## config.mk

```make
export PLATFORM = sky130hd
export DESIGN_NAME = battery_meter_display_encoder_core
export DESIGN_NICKNAME = d
export VERILOG_FILES = /design/src/rtl/bmde_pkg.sv /design/src/rtl/bmde_encode.sv /design/src/rtl/battery_meter_display_encoder_core.sv
export VERILOG_INCLUDE_DIRS = /design/src /design/src/rtl
export SDC_FILE = /design/constraint.sdc
export NUM_CORES = 1
export LEC_CHECK = 0
export BUFFER_PORTS_ARGS = -buffer_cell sky130_fd_sc_hd__clkbuf_2
export CORE_MARGIN = 4
export CORE_UTILIZATION = 55
export CTS_CLUSTER_DIAMETER = 40
export DETAILED_ROUTE_END_ITERATION = 10
export PLACE_DENSITY = 0.77
export SYNTH_ARGS = -nofsm -noshare
export SYNTH_HDL_FRONTEND = slang
export SYNTH_SLANG_ARGS = --single-unit
```

## constraint.sdc

```tcl
create_clock -name clk -period 10.7 [get_ports clk]
set_input_delay 2.14 -clock clk [delete_from_list [all_inputs] [get_ports clk]]
set_output_delay 2.14 -clock clk [all_outputs]
set_load 0.005 [all_outputs]
```

## src/rtl/battery_meter_display_encoder_core_macros.svh

```systemverilog
// Assertion macros shared by the battery meter display encoder RTL.
`ifndef BATTERY_METER_DISPLAY_ENCODER_CORE_MACROS_SVH
`define BATTERY_METER_DISPLAY_ENCODER_CORE_MACROS_SVH

// Check that the consequent holds in the same cycle as the antecedent.
`define BMDE_ASSERT_NOW(lbl, ante, cons) \
	lbl: assert property (@(posedge clk) disable iff (!arst_n) (ante) |-> (cons)) \
		else $error("assertion failed");

// Check that the consequent holds in the cycle after the antecedent.
`define BMDE_ASSERT_NEXT(lbl, ante, cons) \
	lbl: assert property (@(posedge clk) disable iff (!arst_n) (ante) |=> (cons)) \
		else $error("assertion failed");

`endif

```

## src/rtl/bmde_pkg.sv

```systemverilog
// Package: constants, result type and digit helpers for the battery meter encoder.
`timescale 1ns / 1ps
package bmde_pkg;

	localparam logic [14:0] VoltBaseMv = 15'd3000;
	localparam logic [14:0] VoltFullMv = 15'd3800;
	localparam logic [14:0] VoltSatMv  = 15'd9994;
	localparam logic [13:0] RoundMv    = 14'd5;

	localparam logic [2:0] UnitVolts   = 3'b011;
	localparam logic [2:0] UnitPercent = 3'b100;

	localparam logic [3:0] BlankIdx = 4'd10;

	localparam logic [4:0] BarsNone  = 5'b00000;
	localparam logic [4:0] BarsOne   = 5'b10000;
	localparam logic [4:0] BarsTwo   = 5'b11000;
	localparam logic [4:0] BarsThree = 5'b11100;
	localparam logic [4:0] BarsFour  = 5'b11110;
	localparam logic [4:0] BarsFull  = 5'b11111;

	localparam int WordW = 29;

	typedef struct packed {
		logic [WordW-1:0] word;
		logic             error;
	} result_t;

	typedef struct packed {
		logic [3:0]  digit;
		logic [13:0] rem;
	} digit_t;

	// Segment pattern for a digit index; the blank code lights nothing.
	function automatic logic [6:0] seg7(input logic [3:0] idx);
		logic [6:0] seg;
		case (idx)
			4'd0:     seg = 7'b0111111;
			4'd1:     seg = 7'b0000011;
			4'd2:     seg = 7'b1101101;
			4'd3:     seg = 7'b1100111;
			4'd4:     seg = 7'b1010011;
			4'd5:     seg = 7'b1110110;
			4'd6:     seg = 7'b1111110;
			4'd7:     seg = 7'b0100011;
			4'd8:     seg = 7'b1111111;
			4'd9:     seg = 7'b1110111;
			default:  seg = 7'b0000000;
		endcase
		return seg;
	endfunction

	// Peel one decimal digit off val at the given weight; val must be below ten weights.
	function automatic digit_t digit_step(input logic [13:0] val, input logic [13:0] weight);
		digit_t     res;
		logic [13:0] thr;
		res.digit = 4'd0;
		res.rem   = val;
		thr       = weight;
		for (int k = 1; k < 10; k++) begin
			if (val >= thr) begin
				res.digit = 4'(k);
				res.rem   = val - thr;
			end
			thr = thr + weight;
		end
		return res;
	endfunction

endpackage

```

## src/rtl/bmde_encode.sv

```systemverilog
// Combinational conversion of one reading into the display word and error flag.
`timescale 1ns / 1ps
module bmde_encode (
	input  logic [15:0]      millivolts,
	input  logic [7:0]       status_bits,
	output bmde_pkg::result_t result
);
	import bmde_pkg::*;

	logic        neg;
	logic [14:0] mv;
	logic [14:0] diff;
	logic [6:0]  pct;
	logic [4:0]  bars;
	logic [13:0] vsat;
	logic [13:0] vround;
	digit_t      dig_th;
	digit_t      dig_hu;
	digit_t      dig_te;
	digit_t      dig_pct;
	logic [3:0]  idx_l;
	logic [3:0]  idx_m;
	logic [3:0]  idx_r;
	logic [2:0]  unit;

	assign neg  = millivolts[15];
	assign mv   = millivolts[14:0];
	assign diff = mv - VoltBaseMv;

	always_comb begin
		if (mv > VoltFullMv) begin
			pct = 7'd100;
		end else if (mv < VoltBaseMv) begin
			pct = 7'd0;
		end else begin
			pct = diff[9:3];
		end
	end

	always_comb begin
		if (pct < 7'd5) begin
			bars = BarsNone;
		end else if (pct < 7'd30) begin
			bars = BarsOne;
		end else if (pct < 7'd50) begin
			bars = BarsTwo;
		end else if (pct < 7'd70) begin
			bars = BarsThree;
		end else if (pct <= 7'd90) begin
			bars = BarsFour;
		end else begin
			bars = BarsFull;
		end
	end

	// Hundredths digits are the upper three decimal digits of the rounded reading.
	assign vsat    = (mv > VoltSatMv) ? VoltSatMv[13:0] : mv[13:0];
	assign vround  = vsat + RoundMv;
	assign dig_th  = digit_step(vround, 14'd1000);
	assign dig_hu  = digit_step(dig_th.rem, 14'd100);
	assign dig_te  = digit_step(dig_hu.rem, 14'd10);
	assign dig_pct = digit_step({7'd0, pct}, 14'd10);

	always_comb begin
		if (status_bits[0] == 1'b0) begin
			unit  = UnitVolts;
			idx_l = dig_th.digit;
			idx_m = dig_hu.digit;
			idx_r = dig_te.digit;
		end else if (pct >= 7'd100) begin
			unit  = UnitPercent;
			idx_l = 4'd1;
			idx_m = 4'd0;
			idx_r = 4'd0;
		end else if (pct >= 7'd10) begin
			unit  = UnitPercent;
			idx_l = BlankIdx;
			idx_m = dig_pct.digit;
			idx_r = dig_pct.rem[3:0];
		end else begin
			unit  = UnitPercent;
			idx_l = BlankIdx;
			idx_m = BlankIdx;
			idx_r = pct[3:0];
		end
	end

	always_comb begin
		result.error = neg;
		if (neg) begin
			result.word = '0;
		end else begin
			result.word = {bars, unit, seg7(idx_l), seg7(idx_m), seg7(idx_r)};
		end
	end

endmodule

```

## src/rtl/battery_meter_display_encoder_core.sv

```systemverilog
// Top level of the battery meter display encoder: input register, encoder, result register.
// An accepted request passes the input stage and then the result stage before its result is valid.
// Throughput: one request per cycle while out_ready holds; the encoder between the stages sets the clock path.
// Reset: arst_n clears both stage valid flags asynchronously; payload registers are not reset.
`timescale 1ns / 1ps
`include "battery_meter_display_encoder_core_macros.svh"
module battery_meter_display_encoder_core (
	input  logic        clk,
	input  logic        arst_n,
	input  logic        in_valid,
	output logic        in_ready,
	input  logic [15:0] millivolts,
	input  logic [7:0]  status_bits,
	output logic        out_valid,
	input  logic        out_ready,
	output logic [28:0] display_word,
	output logic        error
);
	import bmde_pkg::*;

	// Input stage holds the raw request.
	logic        valid_s1;
	logic [15:0] millivolts_s1;
	logic [7:0]  status_s1;

	// Result stage holds the encoded word until the consumer takes it.
	logic        valid_s2;
	result_t     result_s2;

	result_t     result_enc;
	logic        ready_s2;

	// Each stage advances when the one after it is empty or draining this cycle.
	assign ready_s2 = !valid_s2 || out_ready;
	assign in_ready = !valid_s1 || ready_s2;

	always_ff @(posedge clk or negedge arst_n) begin
		if (!arst_n) begin
			valid_s1 <= 1'b0;
			valid_s2 <= 1'b0;
		end else begin
			if (in_ready) begin
				valid_s1 <= in_valid;
			end
			if (ready_s2) begin
				valid_s2 <= valid_s1;
			end
		end
	end

	// Capture payload only on a transfer; hold it otherwise.
	always_ff @(posedge clk) begin
		if (in_ready && in_valid) begin
			millivolts_s1 <= millivolts;
			status_s1     <= status_bits;
		end
		if (ready_s2 && valid_s1) begin
			result_s2 <= result_enc;
		end
	end

	bmde_encode u_encode (
		.millivolts  (millivolts_s1),
		.status_bits (status_s1),
		.result      (result_enc)
	);

	assign out_valid    = valid_s2;
	assign display_word = result_s2.word;
	assign error        = result_s2.error;

	// An accepted request always lands in the input stage.
	`BMDE_ASSERT_NEXT(a_in_lands, in_valid && in_ready, valid_s1)
	// A request moving into the result stage carries its sign through as the error flag.
	`BMDE_ASSERT_NEXT(a_err_follows, valid_s1 && ready_s2, error == $past(millivolts_s1[15]))
	// An error result never shows a display word.
	`BMDE_ASSERT_NOW(a_err_blank, out_valid && error, display_word == '0)
	// A good result always names one of the two units.
	`BMDE_ASSERT_NOW(a_unit_ok, out_valid && !error, display_word[23:21] == UnitVolts || display_word[23:21] == UnitPercent)

endmodule

```

==> key figures <==
Yosys
  – Area contributors post-synth: edfxtp_1 17%, ha_1 9.6%, a21oi_1 5.0%
  – Netlist Area Pre-Place: 0.00821 mm²
  – Net Count, Synth: 1178
  – Mean Syn Cell Area: 7.55 µm²
  – Async SR Flop Fraction: 4.17%
  – Synth cell count leaders: 98 x nand2_1, 92 x nor2_1, 82 x a21oi_1
  – Count leader, synth: nand2_1
  – Yosys warning count: 0
  – Register area share after synthesis: 17.4%
  – Area leader, netlist: edfxtp_1
  – Syn Inst Count: 1087
  – Synth Flop Type: edfxtp_1
  – Synth Register Bits: 48
  – Post-synth EDFFs: 46
  – Count of different cell masters after synthesis: 105
  – Synth top area share: 16.8%

Clock network
  – CTS clk-pin slew, worst paths: 0.09 ns
  – CTS tree: built
  – Clock root cell: clkbuf_16
  – H-tree depth: 2
  – TritonCTS buffer count: 5
  – Sink Count: 48
  – Clk_lat worst skew: 0.32 ns
  – Clock buffer depth: 2

GRT
  – Largest net degree at the start of global routing: 30
  – Initial antenna violation count: 0
  – Global route overflow: 0
  – Total Routing Usage GR: 38.2%
  – First-pass GRT wire length: 50300 µm
  – Number of global-route vias before repair: 8635

Place
  – Placed Area: 0.00913 mm²
  – Post-DP HPWL: 25300 µm
  – PortBufs: 52
  – Placer Congestion: 1.08

Worst setup path
  – Reg2reg start: millivolts_s1[5]$_DFFE_PP_
  – CP required: 10.82 ns
  – Worst R2R Path Depth: 34
  – Critical path arrival: 10.38 ns
  – Critical Path Slowest Stage Cell: edfxtp_1
  – Worst-path fanout max: 11
  – Most used cell along the critical path: ha_1
  – Worst Setup End Kind: flop
  – Critical path class: reg2reg
  – Reg2reg setup slack: 0.44 ns
  – CP peak stage delay: 0.67 ns
  – Startpoint Class: flop
  – Reg2reg end: display_word[4]$_SDFFCE_PP0P_

Job
  – Max Cap Viol: 0

Die
  – Core Region: 0.0146 mm²
  – Top Ports: 60
  – Initial Utilization: 56.3%
  – FP Rows: 44
  – Die height: 130 µm
  – Chip width: 130 µm
  – Die footprint: 0.0169 mm²

STA
  – Final Setup Violations: 0
  – Tcrit/Tclk final: 95.9%
  – Unrepaired setup endpoints after global routing: no
  – Slew @ Worst Pin: 1.18 ns
  – Final hold violations: 0
  – Worst slew margin: 20.3%
  – Final worst path period need: 10.26 ns
  – Fmax: 97.5 MHz
  – Setup TNS: 0 ns
  – Worst Skew: 0.0165 ns
  – Max Slew Vio Count: 0

Drt
  – Drt pass-1 iters: 6
  – DRT iter0 DRCs: 1578
  – Total number of vias: 9847
  – Antenna viol nets, final: 0
  – Routed len/inst: 23.9 µm
  – Drt total wl: 32700 µm
  – DRC Markers: 0
  – Vias per Instance: 7.21

Hold path
  – Hold WC Path Type: reg2reg
  – WHS Path Cells: 1
  – Hold EP: out_valid$_DFFE_PN0P_
  – Worst Min Path Start: valid_s1$_DFFE_PN0N_

Layout
  – Area Overhead vs Synth: 14.0%
  – Antenna cells: 0
  – Cell area after layout: 0.00936 mm²
  – Layout Nets: 1272
  – Share of cells above drive strength 1: 17.1%

Power
  – Power per standard cell area: 138 mW/mm²
  – Max rail drop VDD: 0.0838 mV
  – Static Leak: 3.60 nW

Status
  – Outcome: finished clean
==> metal layers <==
| metal | vias to the layer above | track usage (%) | routed length [µm] |
|---|---|---|---|
| met5 | - | 0 | 0 |
| met2 | 735 | 55.1 | 13300 |
| li1 | 4436 | - | - |
| met4 | 0 | 10.8 | 1090 |
| met1 | 4582 | 55.6 | 13700 |
| met3 | 94 | 10.7 | 4510 |
==> cells in the final DEF, fill, tap and decap left out, types with 7 or more instances in the layout <==
master and count:
a211o_1 7, a211oi_1 32, a21o_1 13, a21oi_1 82
a311oi_1 10, a31oi_1 29, and2_1 10, and3_1 15
buf_4 94, clkbuf_2 52, edfxtp_1 46, ha_1 63
inv_1 48, nand2_1 98, nand2b_1 13, nand3_1 35
nand4_1 16, nor2_1 92, nor3_1 39, nor4_1 18
o2111ai_1 9, o211ai_1 17, o21a_1 10, o21ai_0 51
o21ai_1 8, o22ai_1 9, o31ai_1 14, or3_1 16
xnor2_1 34
==> final cells by class <==
class	count	area [µm²]
timing repair buffer	146	966
clock inverter	3	68.8
inverter	53	201
fill	1270	5230
tap	184	230
sequential	48	1430
multi-input combinational	927	6340
clock buffer	5	125
==> timing repair <==
action | in CTS | in global routing
buffers inserted | 0 | 4
setup endpoints to repair | 0 | 5
resized for setup | 0 | 2
hold buffers | 0 | 0
==> state kept, by name, summed over array words and instances (netlist names) <==
register and cells:
millivolts_s1 16, display_word 28, valid_s1 1, status_s1 1, out_valid 1, error 1
==> per-stage QoR <==
step,power (W),std cells,hold WS [ns],setup slack [ns],utilization [%]
3_5_place_dp,0.00104,1354,0.496,0.549,62.6
4_1_cts,0.00126,1362,0.523,0.483,63.9
2_1_floorplan,0.000760,1087,0.424,1.52,-
6_report,0.00130,1366,0.516,0.443,64.2
3_3_place_gp,0.00103,1354,0.480,0.673,62.6
5_1_grt,0.00136,1366,0.538,0.0500,64.2
==> cells by family after synthesis <==
family / after synthesis / share of synthesized area (%)
AOI/OAI and AO/OA: 411 / 36.5
and+or+nand+nor: 402 / 25.0
buffers and inverters: 112 / 5.68
adders and majority gates: 64 / 9.72
DFF: 48 / 17.4
xor gates and xnor gates: 42 / 4.66
muxes: 8 / 1.01
==> worst max-delay path by stage <==
stage / from / end / slack, ns
floorplan: millivolts_s1[7]$_DFFE_PP_ / display_word[4]$_SDFFCE_PP0P_ / 1.52
global placement: millivolts_s1[4]$_DFFE_PP_ / display_word[4]$_SDFFCE_PP0P_ / 0.67
detailed placement: millivolts_s1[4]$_DFFE_PP_ / display_word[4]$_SDFFCE_PP0P_ / 0.55
CTS: millivolts_s1[4]$_DFFE_PP_ / display_word[4]$_SDFFCE_PP0P_ / 0.48
global route: millivolts_s1[5]$_DFFE_PP_ / display_word[4]$_SDFFCE_PP0P_ / 0.05
finish: millivolts_s1[5]$_DFFE_PP_ / display_word[4]$_SDFFCE_PP0P_ / 0.44
==> critical path, delay by kind of cell (launching register included) <==
family,cells,cell delay [ns]
adder cells (fa/ha/maj),5,1.48
buffers and inverters,3,0.37
AO/OA/AOI/OAI,12,3.13
AND/OR/NAND/NOR,11,3.84
flip-flops,1,0.67
XOR/XNOR,3,0.56
==> power breakdown <==
part,switching (W),leakage [nW],internal (W)
sequential,0.0000156,0.469,0.000230
clock,0.0000896,0.0944,0.000135
combinational,0.000512,3.04,0.000315
(Power assumes the default switching activity.)
